==> src/rtl/core/fbp_pkg.sv <==
`default_nettype none
// ----------------------------------------------------------------------------
// Block pool package
// Shared widths, status codes and register map of the free-list block pool.
// ----------------------------------------------------------------------------
package fbp_pkg;

   localparam int DEF_POOL_DEPTH     = 256;
   localparam int DEF_INITIAL_BLOCKS = 16;

   localparam int INDEX_W  = 8;
   localparam int COUNT_W  = 9;
   localparam int STATUS_W = 2;

   localparam int CSR_DATA_W = 32;
   localparam int CSR_ADDR_W = 3;

   localparam logic [0:0] REG_GROWTH_FIXED = 1'b0;

   localparam logic KIND_ALLOC = 1'b0;
   localparam logic KIND_FREE  = 1'b1;

   typedef enum logic [STATUS_W-1:0] {
      STATUS_OK        = 2'd0,
      STATUS_EXHAUSTED = 2'd1,
      STATUS_REJECTED  = 2'd2
   } status_type;

endpackage
`default_nettype wire

==> src/rtl/core/fbp_req_if.sv <==
`default_nettype none
// ----------------------------------------------------------------------------
// Block pool request channel
// Carries one allocate or free item with a valid/ready handshake.
// ----------------------------------------------------------------------------
interface fbp_req_if;
   logic                        valid;
   logic                        ready;
   logic                        kind;
   logic [fbp_pkg::INDEX_W-1:0] block_index;

   modport source (output valid, output kind, output block_index, input ready);
   modport sink   (input valid, input kind, input block_index, output ready);
endinterface
`default_nettype wire

==> src/rtl/core/fbp_rsp_if.sv <==
`default_nettype none
// ----------------------------------------------------------------------------
// Block pool response channel
// Carries one result item with a valid/ready handshake.
// ----------------------------------------------------------------------------
interface fbp_rsp_if;
   logic                         valid;
   logic                         ready;
   logic [fbp_pkg::STATUS_W-1:0] status;
   logic [fbp_pkg::INDEX_W-1:0]  granted_index;
   logic [fbp_pkg::COUNT_W-1:0]  live_count;
   logic [fbp_pkg::COUNT_W-1:0]  capacity_now;

   modport source (output valid, output status, output granted_index,
                   output live_count, output capacity_now, input ready);
   modport sink   (input valid, input status, input granted_index,
                   input live_count, input capacity_now, output ready);
endinterface
`default_nettype wire

==> src/rtl/core/fbp_ctrl.sv <==
`default_nettype none
// ----------------------------------------------------------------------------
// Block pool sequencer
// Holds the link memory, the list head and the counters, and steps one item
// at a time through decide, grow, fetch and pop.
// ----------------------------------------------------------------------------
module fbp_ctrl #(
   parameter int POOL_DEPTH     = fbp_pkg::DEF_POOL_DEPTH,
   parameter int INITIAL_BLOCKS = fbp_pkg::DEF_INITIAL_BLOCKS
) (
   input  wire logic     clock,
   input  wire logic     reset,
   input  wire logic     growth_fixed,
   fbp_req_if.sink       req,
   fbp_rsp_if.source     rsp
);

   localparam int IDX_W = $clog2(POOL_DEPTH);
   localparam int CNT_W = $clog2(POOL_DEPTH + 1);
   localparam int CMP_W = (CNT_W > fbp_pkg::INDEX_W) ? CNT_W : fbp_pkg::INDEX_W;
   localparam int DBL_W = CNT_W + 2;
   localparam int INIT_CLAMP = (INITIAL_BLOCKS < POOL_DEPTH) ? INITIAL_BLOCKS : POOL_DEPTH;
   localparam logic [CNT_W-1:0] INIT_CAP  = CNT_W'(INIT_CLAMP);
   localparam logic [DBL_W-1:0] DEPTH_DBL = DBL_W'(POOL_DEPTH);

   typedef enum logic [5:0] {
      S_IDLE   = 6'b000001,
      S_DECIDE = 6'b000010,
      S_GROW   = 6'b000100,
      S_FETCH  = 6'b001000,
      S_POP    = 6'b010000,
      S_DONE   = 6'b100000
   } state_type;

   state_type state_ff, state_in;

   logic                        kind_ff, kind_in;
   logic [fbp_pkg::INDEX_W-1:0] idx_ff, idx_in;
   logic [CNT_W-1:0]            head_ff, head_in;
   logic [CNT_W-1:0]            used_ff, used_in;
   logic [CNT_W-1:0]            cap_ff, cap_in;
   logic [CNT_W-1:0]            sweep_ff, sweep_in;
   logic [CNT_W-1:0]            tgt_ff, tgt_in;
   fbp_pkg::status_type         res_status_ff, res_status_in;
   logic [fbp_pkg::INDEX_W-1:0] res_granted_ff, res_granted_in;

   logic                         out_valid_ff, out_valid_in;
   fbp_pkg::status_type          out_status_ff, out_status_in;
   logic [fbp_pkg::INDEX_W-1:0]  out_granted_ff, out_granted_in;
   logic [fbp_pkg::COUNT_W-1:0]  out_live_ff, out_live_in;
   logic [fbp_pkg::COUNT_W-1:0]  out_cap_ff, out_cap_in;

   logic [CNT_W-1:0] link_mem [POOL_DEPTH];
   logic [CNT_W-1:0] rd_data_ff;
   logic             mem_we;
   logic [IDX_W-1:0] mem_waddr;
   logic [CNT_W-1:0] mem_wdata;
   logic             mem_re;

   logic [CMP_W-1:0] idx_ext;
   logic [CMP_W-1:0] cap_ext;
   logic [CMP_W-1:0] head_ext;
   logic [DBL_W-1:0] dbl_sum;
   logic [DBL_W-1:0] dbl_cap;
   logic [DBL_W-1:0] grow_lim;
   logic [CNT_W-1:0] target;
   logic [CNT_W-1:0] sweep_next;
   logic             out_load;

   assign idx_ext  = CMP_W'(idx_ff);
   assign cap_ext  = CMP_W'(cap_ff);
   assign head_ext = CMP_W'(head_ff);

   assign dbl_sum  = DBL_W'(cap_ff) + DBL_W'(1);
   assign dbl_cap  = {dbl_sum[DBL_W-2:0], 1'b0};
   assign grow_lim = (dbl_cap > DEPTH_DBL) ? DEPTH_DBL : dbl_cap;
   assign target   = growth_fixed ? INIT_CAP :
                     ((grow_lim[CNT_W-1:0] > INIT_CAP) ? grow_lim[CNT_W-1:0] : INIT_CAP);

   assign sweep_next = sweep_ff + CNT_W'(1);
   assign out_load   = (state_ff == S_DONE) && (!out_valid_ff || rsp.ready);

   assign req.ready         = (state_ff == S_IDLE);
   assign rsp.valid         = out_valid_ff;
   assign rsp.status        = out_status_ff;
   assign rsp.granted_index = out_granted_ff;
   assign rsp.live_count    = out_live_ff;
   assign rsp.capacity_now  = out_cap_ff;

   always_comb begin
      state_in       = state_ff;
      kind_in        = kind_ff;
      idx_in         = idx_ff;
      head_in        = head_ff;
      used_in        = used_ff;
      cap_in         = cap_ff;
      sweep_in       = sweep_ff;
      tgt_in         = tgt_ff;
      res_status_in  = res_status_ff;
      res_granted_in = res_granted_ff;
      mem_we         = 1'b0;
      mem_waddr      = idx_ext[IDX_W-1:0];
      mem_wdata      = head_ff;
      mem_re         = 1'b0;
      case (state_ff)
         S_IDLE: begin
            if (req.valid) begin
               kind_in  = req.kind;
               idx_in   = req.block_index;
               state_in = S_DECIDE;
            end
         end
         S_DECIDE: begin
            res_granted_in = '0;
            res_status_in  = fbp_pkg::STATUS_OK;
            if (kind_ff == fbp_pkg::KIND_FREE) begin
               state_in = S_DONE;
               if (idx_ext >= cap_ext || used_ff == '0) begin
                  res_status_in = fbp_pkg::STATUS_REJECTED;
               end else begin
                  mem_we  = 1'b1;
                  head_in = idx_ext[CNT_W-1:0];
                  used_in = used_ff - CNT_W'(1);
               end
            end else if (used_ff >= cap_ff) begin
               if (target <= cap_ff) begin
                  res_status_in = fbp_pkg::STATUS_EXHAUSTED;
                  state_in      = S_DONE;
               end else begin
                  tgt_in   = target;
                  sweep_in = used_ff;
                  state_in = S_GROW;
               end
            end else begin
               state_in = S_FETCH;
            end
         end
         S_GROW: begin
            mem_we    = 1'b1;
            mem_waddr = sweep_ff[IDX_W-1:0];
            mem_wdata = sweep_next;
            sweep_in  = sweep_next;
            if (sweep_next == tgt_ff) begin
               cap_in   = tgt_ff;
               state_in = S_FETCH;
            end
         end
         S_FETCH: begin
            if (head_ff < cap_ff) begin
               mem_re   = 1'b1;
               state_in = S_POP;
            end else begin
               res_status_in = fbp_pkg::STATUS_EXHAUSTED;
               state_in      = S_DONE;
            end
         end
         S_POP: begin
            res_granted_in = head_ext[fbp_pkg::INDEX_W-1:0];
            head_in        = rd_data_ff;
            used_in        = used_ff + CNT_W'(1);
            state_in       = S_DONE;
         end
         S_DONE: begin
            if (out_load) begin
               state_in = S_IDLE;
            end
         end
         default: begin
            state_in = S_IDLE;
         end
      endcase
   end

   always_comb begin
      out_valid_in   = out_valid_ff;
      out_status_in  = out_status_ff;
      out_granted_in = out_granted_ff;
      out_live_in    = out_live_ff;
      out_cap_in     = out_cap_ff;
      if (out_load) begin
         out_valid_in   = 1'b1;
         out_status_in  = res_status_ff;
         out_granted_in = res_granted_ff;
         out_live_in    = fbp_pkg::COUNT_W'(used_ff);
         out_cap_in     = fbp_pkg::COUNT_W'(cap_ff);
      end else if (rsp.ready) begin
         out_valid_in = 1'b0;
      end
   end

   always_ff @(posedge clock) begin
      if (reset) begin
         state_ff     <= S_IDLE;
         head_ff      <= '0;
         used_ff      <= '0;
         cap_ff       <= '0;
         out_valid_ff <= 1'b0;
      end else begin
         state_ff     <= state_in;
         head_ff      <= head_in;
         used_ff      <= used_in;
         cap_ff       <= cap_in;
         out_valid_ff <= out_valid_in;
      end
   end

   always_ff @(posedge clock) begin
      kind_ff        <= kind_in;
      idx_ff         <= idx_in;
      sweep_ff       <= sweep_in;
      tgt_ff         <= tgt_in;
      res_status_ff  <= res_status_in;
      res_granted_ff <= res_granted_in;
      out_status_ff  <= out_status_in;
      out_granted_ff <= out_granted_in;
      out_live_ff    <= out_live_in;
      out_cap_ff     <= out_cap_in;
   end

   always_ff @(posedge clock) begin
      if (mem_we) begin
         link_mem[mem_waddr] <= mem_wdata;
      end
   end

   always_ff @(posedge clock) begin
      if (mem_re) begin
         rd_data_ff <= link_mem[head_ff[IDX_W-1:0]];
      end
   end

endmodule
`default_nettype wire

==> src/rtl/core/fixed_block_pool_free_list_core.sv <==
`default_nettype none
// ----------------------------------------------------------------------------
// Fixed block pool free list
// Allocates and frees equal-size blocks through an intrusive free list with
// optional capacity growth, configured over an APB-style register port.
// ----------------------------------------------------------------------------
// The block takes one item at a time. A free goes from decide straight to
// the done state, an allocate without growth through decide, fetch and pop,
// and an allocate that grows the pool also through the grow state, since the
// growth sweep writes the link memory one entry per cycle. A result waits in
// an output register, and the next item can be accepted in the cycle after
// the result is loaded, so items never overlap. A finished item whose result
// cannot yet be loaded holds the input off until the output register frees
// up. The link memory needs no clearing pass after reset.
// Register 0 at byte address 0 holds growth_fixed in bit 0.
module fixed_block_pool_free_list_core #(
   parameter int POOL_DEPTH     = fbp_pkg::DEF_POOL_DEPTH,
   parameter int INITIAL_BLOCKS = fbp_pkg::DEF_INITIAL_BLOCKS
) (
   input  wire logic                             clock,
   input  wire logic                             reset,
   fbp_req_if.sink                               req,
   fbp_rsp_if.source                             rsp,
   input  wire logic                             csr_psel,
   input  wire logic                             csr_penable,
   input  wire logic                             csr_pwrite,
   input  wire logic [fbp_pkg::CSR_ADDR_W-1:0]   csr_paddr,
   input  wire logic [fbp_pkg::CSR_DATA_W-1:0]   csr_pwdata,
   output logic      [fbp_pkg::CSR_DATA_W-1:0]   csr_prdata,
   output logic                                  csr_pready
);

   logic growth_fixed_ff, growth_fixed_in;
   logic reg_hit;
   logic csr_write;

   assign reg_hit    = (csr_paddr[fbp_pkg::CSR_ADDR_W-1:2] == fbp_pkg::REG_GROWTH_FIXED);
   assign csr_pready = 1'b1;
   assign csr_write  = csr_psel && csr_penable && csr_pwrite && csr_pready;
   assign csr_prdata = reg_hit ? fbp_pkg::CSR_DATA_W'(growth_fixed_ff) : '0;

   always_comb begin
      growth_fixed_in = growth_fixed_ff;
      if (csr_write && reg_hit) begin
         growth_fixed_in = csr_pwdata[0];
      end
   end

   always_ff @(posedge clock) begin
      if (reset) begin
         growth_fixed_ff <= 1'b0;
      end else begin
         growth_fixed_ff <= growth_fixed_in;
      end
   end

   fbp_ctrl #(
      .POOL_DEPTH     (POOL_DEPTH),
      .INITIAL_BLOCKS (INITIAL_BLOCKS)
   ) u_ctrl (
      .clock        (clock),
      .reset        (reset),
      .growth_fixed (growth_fixed_ff),
      .req          (req),
      .rsp          (rsp)
   );

   a_one_item: assert property (@(posedge clock) disable iff (reset)
      (req.valid && req.ready) |=> !req.ready)
      else $error("request accepted while an item is in progress");

   a_granted_zero: assert property (@(posedge clock) disable iff (reset)
      (rsp.valid && rsp.status != fbp_pkg::STATUS_OK) |-> (rsp.granted_index == '0))
      else $error("granted index nonzero on a failed item");

   a_status_code: assert property (@(posedge clock) disable iff (reset)
      rsp.valid |-> (rsp.status == fbp_pkg::STATUS_OK ||
                     rsp.status == fbp_pkg::STATUS_EXHAUSTED ||
                     rsp.status == fbp_pkg::STATUS_REJECTED))
      else $error("undefined status code on result");

endmodule
`default_nettype wire

==> src/flat_wrapper.sv <==
// flat-port wrapper written by rule: the top's interface ports become plain ports
module fixed_block_pool_free_list_core_flat 
#(
   parameter int POOL_DEPTH     = fbp_pkg::DEF_POOL_DEPTH,
   parameter int INITIAL_BLOCKS = fbp_pkg::DEF_INITIAL_BLOCKS
)
  (clock, reset, csr_psel, csr_penable, csr_pwrite, csr_paddr, csr_pwdata, csr_prdata, csr_pready, req_valid, req_kind, req_block_index, req_ready, rsp_valid, rsp_status, rsp_granted_index, rsp_live_count, rsp_capacity_now, rsp_ready);
  fbp_req_if req_i ();
  fbp_rsp_if rsp_i ();
  input  wire logic clock;
  input  wire logic reset;
  input  wire logic csr_psel;
  input  wire logic csr_penable;
  input  wire logic csr_pwrite;
  input  wire logic [fbp_pkg::CSR_ADDR_W-1:0] csr_paddr;
  input  wire logic [fbp_pkg::CSR_DATA_W-1:0] csr_pwdata;
  output logic      [fbp_pkg::CSR_DATA_W-1:0] csr_prdata;
  output logic csr_pready;
  input wire logic [$bits(req_i.valid)-1:0] req_valid;
  input wire logic [$bits(req_i.kind)-1:0] req_kind;
  input wire logic [$bits(req_i.block_index)-1:0] req_block_index;
  output wire logic [$bits(req_i.ready)-1:0] req_ready;
  output wire logic [$bits(rsp_i.valid)-1:0] rsp_valid;
  output wire logic [$bits(rsp_i.status)-1:0] rsp_status;
  output wire logic [$bits(rsp_i.granted_index)-1:0] rsp_granted_index;
  output wire logic [$bits(rsp_i.live_count)-1:0] rsp_live_count;
  output wire logic [$bits(rsp_i.capacity_now)-1:0] rsp_capacity_now;
  input wire logic [$bits(rsp_i.ready)-1:0] rsp_ready;
  assign req_i.valid = req_valid;
  assign req_i.kind = req_kind;
  assign req_i.block_index = req_block_index;
  assign req_ready = req_i.ready;
  assign rsp_valid = rsp_i.valid;
  assign rsp_status = rsp_i.status;
  assign rsp_granted_index = rsp_i.granted_index;
  assign rsp_live_count = rsp_i.live_count;
  assign rsp_capacity_now = rsp_i.capacity_now;
  assign rsp_i.ready = rsp_ready;
  fixed_block_pool_free_list_core #(.POOL_DEPTH(POOL_DEPTH), .INITIAL_BLOCKS(INITIAL_BLOCKS)) u_core (.clock(clock), .reset(reset), .req(req_i), .rsp(rsp_i), .csr_psel(csr_psel), .csr_penable(csr_penable), .csr_pwrite(csr_pwrite), .csr_paddr(csr_paddr), .csr_pwdata(csr_pwdata), .csr_prdata(csr_prdata), .csr_pready(csr_pready));
endmodule
==> config.mk <==
export PLATFORM = sky130hd
export DESIGN_NAME = fixed_block_pool_free_list_core_flat
export DESIGN_NICKNAME = d
export VERILOG_FILES = /design/src/rtl/core/fbp_pkg.sv /design/src/rtl/core/fbp_req_if.sv /design/src/rtl/core/fbp_rsp_if.sv /design/src/rtl/core/fbp_ctrl.sv /design/src/rtl/core/fixed_block_pool_free_list_core.sv /design/src/flat_wrapper.sv
export SDC_FILE = /design/constraint.sdc
export NUM_CORES = 2
export LEC_CHECK = 0
export BUFFER_PORTS_ARGS = -buffer_cell sky130_fd_sc_hd__buf_2
export CORE_MARGIN = 2
export CORE_UTILIZATION = 35
export CTS_BUF_LIST = sky130_fd_sc_hd__clkbuf_8
export CTS_CLUSTER_SIZE = 8
export DETAILED_ROUTE_END_ITERATION = 10
export PLACE_DENSITY = 0.5
export SYNTH_ARGS = -nofsm -noshare
export SYNTH_HDL_FRONTEND = slang
export SYNTH_SLANG_ARGS = --single-unit
==> constraint.sdc <==
create_clock -name clock -period 17.29 [get_ports clock]
set_input_delay 2.5935 -clock clock [delete_from_list [all_inputs] [get_ports clock]]
set_output_delay 2.5935 -clock clock [all_outputs]
set_load 0.02 [all_outputs]
==> results.py <==
metrics = {
    "clocking": {
        "cts_tree": "yes",
        "cts-root-buf": "clkbuf_8",
        "postCtsSetupBuffers": 0,
        "cts-buffers-inserted": 407,
        "cts_hold_buf": 0,
        "clk_pin_slew_ps": 60,
        "ctsResizeCount": 0,
        "clock_path_buffers": 4,
        "clk_latency_ps": 1110,
        "cts_sinks": 2410,
        "htreeDepth": 5,
    },
    "floorplan": {
        "dieArea_sq_um": 272000,
        "io_pins": 114,
        "core_sq_um": 267000,
        "fp.dieH_um": 522,
        "start_util": 0.351,
        "row_count": 190,
        "die_w_um": 522,
    },
    "synth": {
        "async_flop_share": 0,
        "seq_area_frac_synth": 0.767,
        "synth_mux_area_frac": 0.142,
        "synth_edf_count": 2376,
        "yosysUniqueCellTypes": 69,
        "synth_flop_cell": "edfxtp_1",
        "synth_adder_area_share": 0.00528,
        "synth.avg_cell_area_sq_um": 20.7,
        "syn_area_sq_um": 93900,
        "synth_top_area_frac": 0.760,
        "yosys-top-cells-area": "edfxtp_1 76%, mux4_2 13%, nor2_1 1.4%, mux2i_1 1.2%, buf_4 0.74%",
        "synth_top_family_by_area": "multiplexers",
        "yosysWarnings": 0,
        "synth_xor_area_frac": 0.00257,
        "synth_compound_area_frac": 0.0362,
        "yosysTopAreaCell": "edfxtp_1",
        "ys_seq_elements": 2410,
        "syn_inst": 4530,
        "synth_simple_gate_area_share": 0.0291,
    },
    "sta": {
        "max_slew_margin": 0.157,
        "finClkSkew_ps": 132,
        "setup_violations": 0,
        "tns_ps": 0,
        "rsz0062_at_grt": "no",
        "fmax_mhz": 168,
        "drv_slew": 0,
        "final-hold-violation-count": 0,
        "fin_crit_ps": 5960,
        "max_slew.worst_pin.slew_ps": 1260,
        "period_share": 0.345,
    },
    "cells_and_area": {
        "n_fill_cell": 24100,
        "seqCellArea_sq_um": 72000,
        "drive_gt1_frac": 0.234,
        "fin_nets": 4926,
        "multiInputGateArea_sq_um": 20500,
        "syn2layout_area_growth_pct": 11.9,
    },
    "power_and_ir_drop": {
        "power.total_mw": 10.8,
        "leakagePower_nw": 32.2,
        "power.switching_fraction": 0.211,
        "peakVddDrop_mv": 0.0852,
        "netSwitchingPower_mw": 2.28,
        "combPwrFrac": 0.006,
        "power_density_nw_per_um2": 103,
        "p_seq_frac": 0.584,
        "power.internal_mw": 8.56,
        "pwr-share-clk": 0.410,
    },
    "route": {
        "routed-via-count": 46100,
        "vias_per_cell": 5.32,
        "dr.pass1.iters": 5,
        "wl_per_cell_um": 28.3,
        "drt_wl_total_mm": 246,
        "postRouteAntennaNets": 0,
        "drc": 0,
        "drtIter0Drc": 4520,
    },
    "place": {
        "hpwl_mm": 142,
        "io_buffers": 47,
        "gp_congestion": 0.803,
    },
    "global_route": {
        "grt_pass1_wl_mm": 348,
        "grt_use_total": 0.178,
        "grt_max_degree": 157,
        "grt_overflow": 0,
        "antenna_found_initial": 7,
        "grt_pass1_vias": 47400,
    },
    "critical_path": {
        "end_kind": "flop",
        "start_kind": "flop",
        "critPathMaxStageDelay_ps": 850,
        "cp.required_ps": 18070,
        "arrival_ps": 6740,
        "cpMostUsedCell": "buf_4",
        "crit_slowest_cell": "nor3_1",
        "path_max_fanout": 40,
        "path_cells": "buf_4 -> buf_4 -> buf_4 -> mux4_2 -> a22o_1 -> a221oi_1 -> o22ai_1 -> nor3_1 -> nor4_1",
        "path_class": "flop to flop",
    },
    "hold_path": {
        "min_path_type": "flop to flop",
    },
    "flow_run": {
        "max-cap-violations": 0,
    },
    "outcome": {
        "outcome": "finished, final reports clean",
    },
}
==> cell usage in the layout (no fill, tap or decap), types with 29 or more instances in the layout <==
cell	synthesis	routed
edfxtp_1	2376	2376
mux4_2	540	540
clkbuf_8	0	415
nor2_1	348	343
inv_1	21	173
mux2i_1	116	116
buf_4	93	103
clkinv_1	0	98
a21oi_1	96	93
o22ai_1	88	88
a22oi_1	67	66
nand2_1	78	63
buf_2	43	47
a22o_1	42	42
ha_1	38	38
a211oi_1	37	37
o221ai_1	36	36
conb_1	2	33
dfxtp_1	34	29
==> cells by family (layout without fill, tap and decap cells) <==
kind of cell | count (synthesis) | count (layout)
fa+ha+maj | 39 | 39
compound gates | 485 | 485
flops | 2410 | 2410
other cells | 2 | 35
xor+xnor | 22 | 22
mux | 658 | 658
buf+inv | 312 | 871
simple gates | 602 | 602
==> final cells by class <==
cell class                 count  area share
clock buffer                 415      0.0544
multi-input combinational   1839       0.195
inverter                      22    0.000786
antenna                        2   0.0000476
tap                         3552      0.0423
clock inverter               278      0.0109
sequential                  2410       0.686
timing repair buffer         156      0.0107
==> path summary, 6_finish.rpt <==
| path | slack [ps] | depth (start not counted) | from | to |
|---|---|---|---|---|
| setup reg to reg | 11330 | 9 | u_core.u_ctrl.head_ext[0] | u_core.u_ctrl.rd_data_ff[4] |
| hold / removal | 420 | 0 | u_core.u_ctrl.res_granted_ff[4] | u_core.u_ctrl.rsp.granted_index[4] |
| setup / recovery | 11330 | 9 | u_core.u_ctrl.head_ext[0] | u_core.u_ctrl.rd_data_ff[4] |
| hold reg to reg | 420 | 0 | u_core.u_ctrl.res_granted_ff[4] | u_core.u_ctrl.rsp.granted_index[4] |
==> cell usage after synthesis (6+ instances only) <==
cell / number
nor4_1: 23
inv_1: 21
buf_6: 7
a21oi_1: 96
or3_1: 7
edfxtp_1: 2376
xnor2_1: 12
a211oi_1: 37
a31oi_1: 8
a311oi_1: 9
a22oi_1: 67
mux2i_1: 116
nand2_1: 78
a221oi_1: 28
nor2_1: 348
o221ai_1: 36
buf_4: 93
nand2b_1: 15
ha_1: 38
a21o_1: 8
buf_2: 43
o21ai_0: 21
o211ai_1: 12
and2_1: 15
nor3_1: 25
nand4_1: 6
dfxtp_1: 34
mux4_2: 540
buf_1: 15
nand3_1: 18
nand3b_1: 8
xor2_1: 6
a22o_1: 42
o22ai_1: 88
nor2b_1: 33
o21a_1: 10
a2111oi_0: 6
clkbuf_1: 132
nor3b_1: 7
==> critical path: cells and delay by family, from the launching register on <==
| kind | cells | cell delay (ps) |
|---|---|---|
| simple gates | 2 | 1000 |
| compound gates | 3 | 890 |
| flops | 1 | 720 |
| buf+inv | 3 | 2260 |
| mux | 1 | 640 |
==> sequential cells by signal, indices dropped and copies added (netlist names), 2 cells and up <==
signal and cells:
u_core.u_ctrl.link_mem 2304, u_core.u_ctrl.head_ext 9, u_core.u_ctrl.rd_data_ff 9, u_core.u_ctrl.rsp.live_count 9, u_core.u_ctrl.sweep_ff 9, u_core.u_ctrl.used_ff 9
u_core.u_ctrl.cap_ext 8, u_core.u_ctrl.idx_ff 8, u_core.u_ctrl.res_granted_ff 8, u_core.u_ctrl.rsp.capacity_now 8, u_core.u_ctrl.rsp.granted_index 8, u_core.u_ctrl.tgt_ff 8
u_core.u_ctrl.state_ff 6, u_core.u_ctrl.res_status_ff 2, u_core.u_ctrl.rsp.status 2
==> layer usage <==
metal,global-route usage,up-vias,wire length [um],share of wire
met2,0.283,1494,117000,0.48
met3,0.0305,347,14600,0.060
li1,-,19500,-,-
met5,0,-,0,0
met1,0.252,24800,108000,0.44
met4,0.0493,0,5500,0.022
==> metrics by stage <==
stage / hold WS [ps] / setup WS (ps) / util / cell area, sq um / std cells
2_1_floorplan: 400 / 7340 / - / 94000 / 4561
3_3_place_gp: 405 / 11240 / 0.367 / 98200 / 7979
3_5_place_dp: 408 / 11240 / 0.367 / 98200 / 7979
4_1_cts: 422 / 11240 / 0.393 / 105000 / 8672
5_1_grt: 428 / 10910 / 0.393 / 105000 / 8673
6_report: 420 / 11330 / 0.393 / 105000 / 8674
==> power groups by stage <==
stage	clock (mW)	combinational (mW)	sequential (mW)
after global placement	0	0.0642	6.46
after global routing	4.81	0.0679	6.33
after detailed placement	0	0.0648	6.46
after floorplan	0	0.0341	6.45
final	4.44	0.0652	6.33
after CTS	4.57	0.0650	6.33
(Power assumes the default switching activity.)
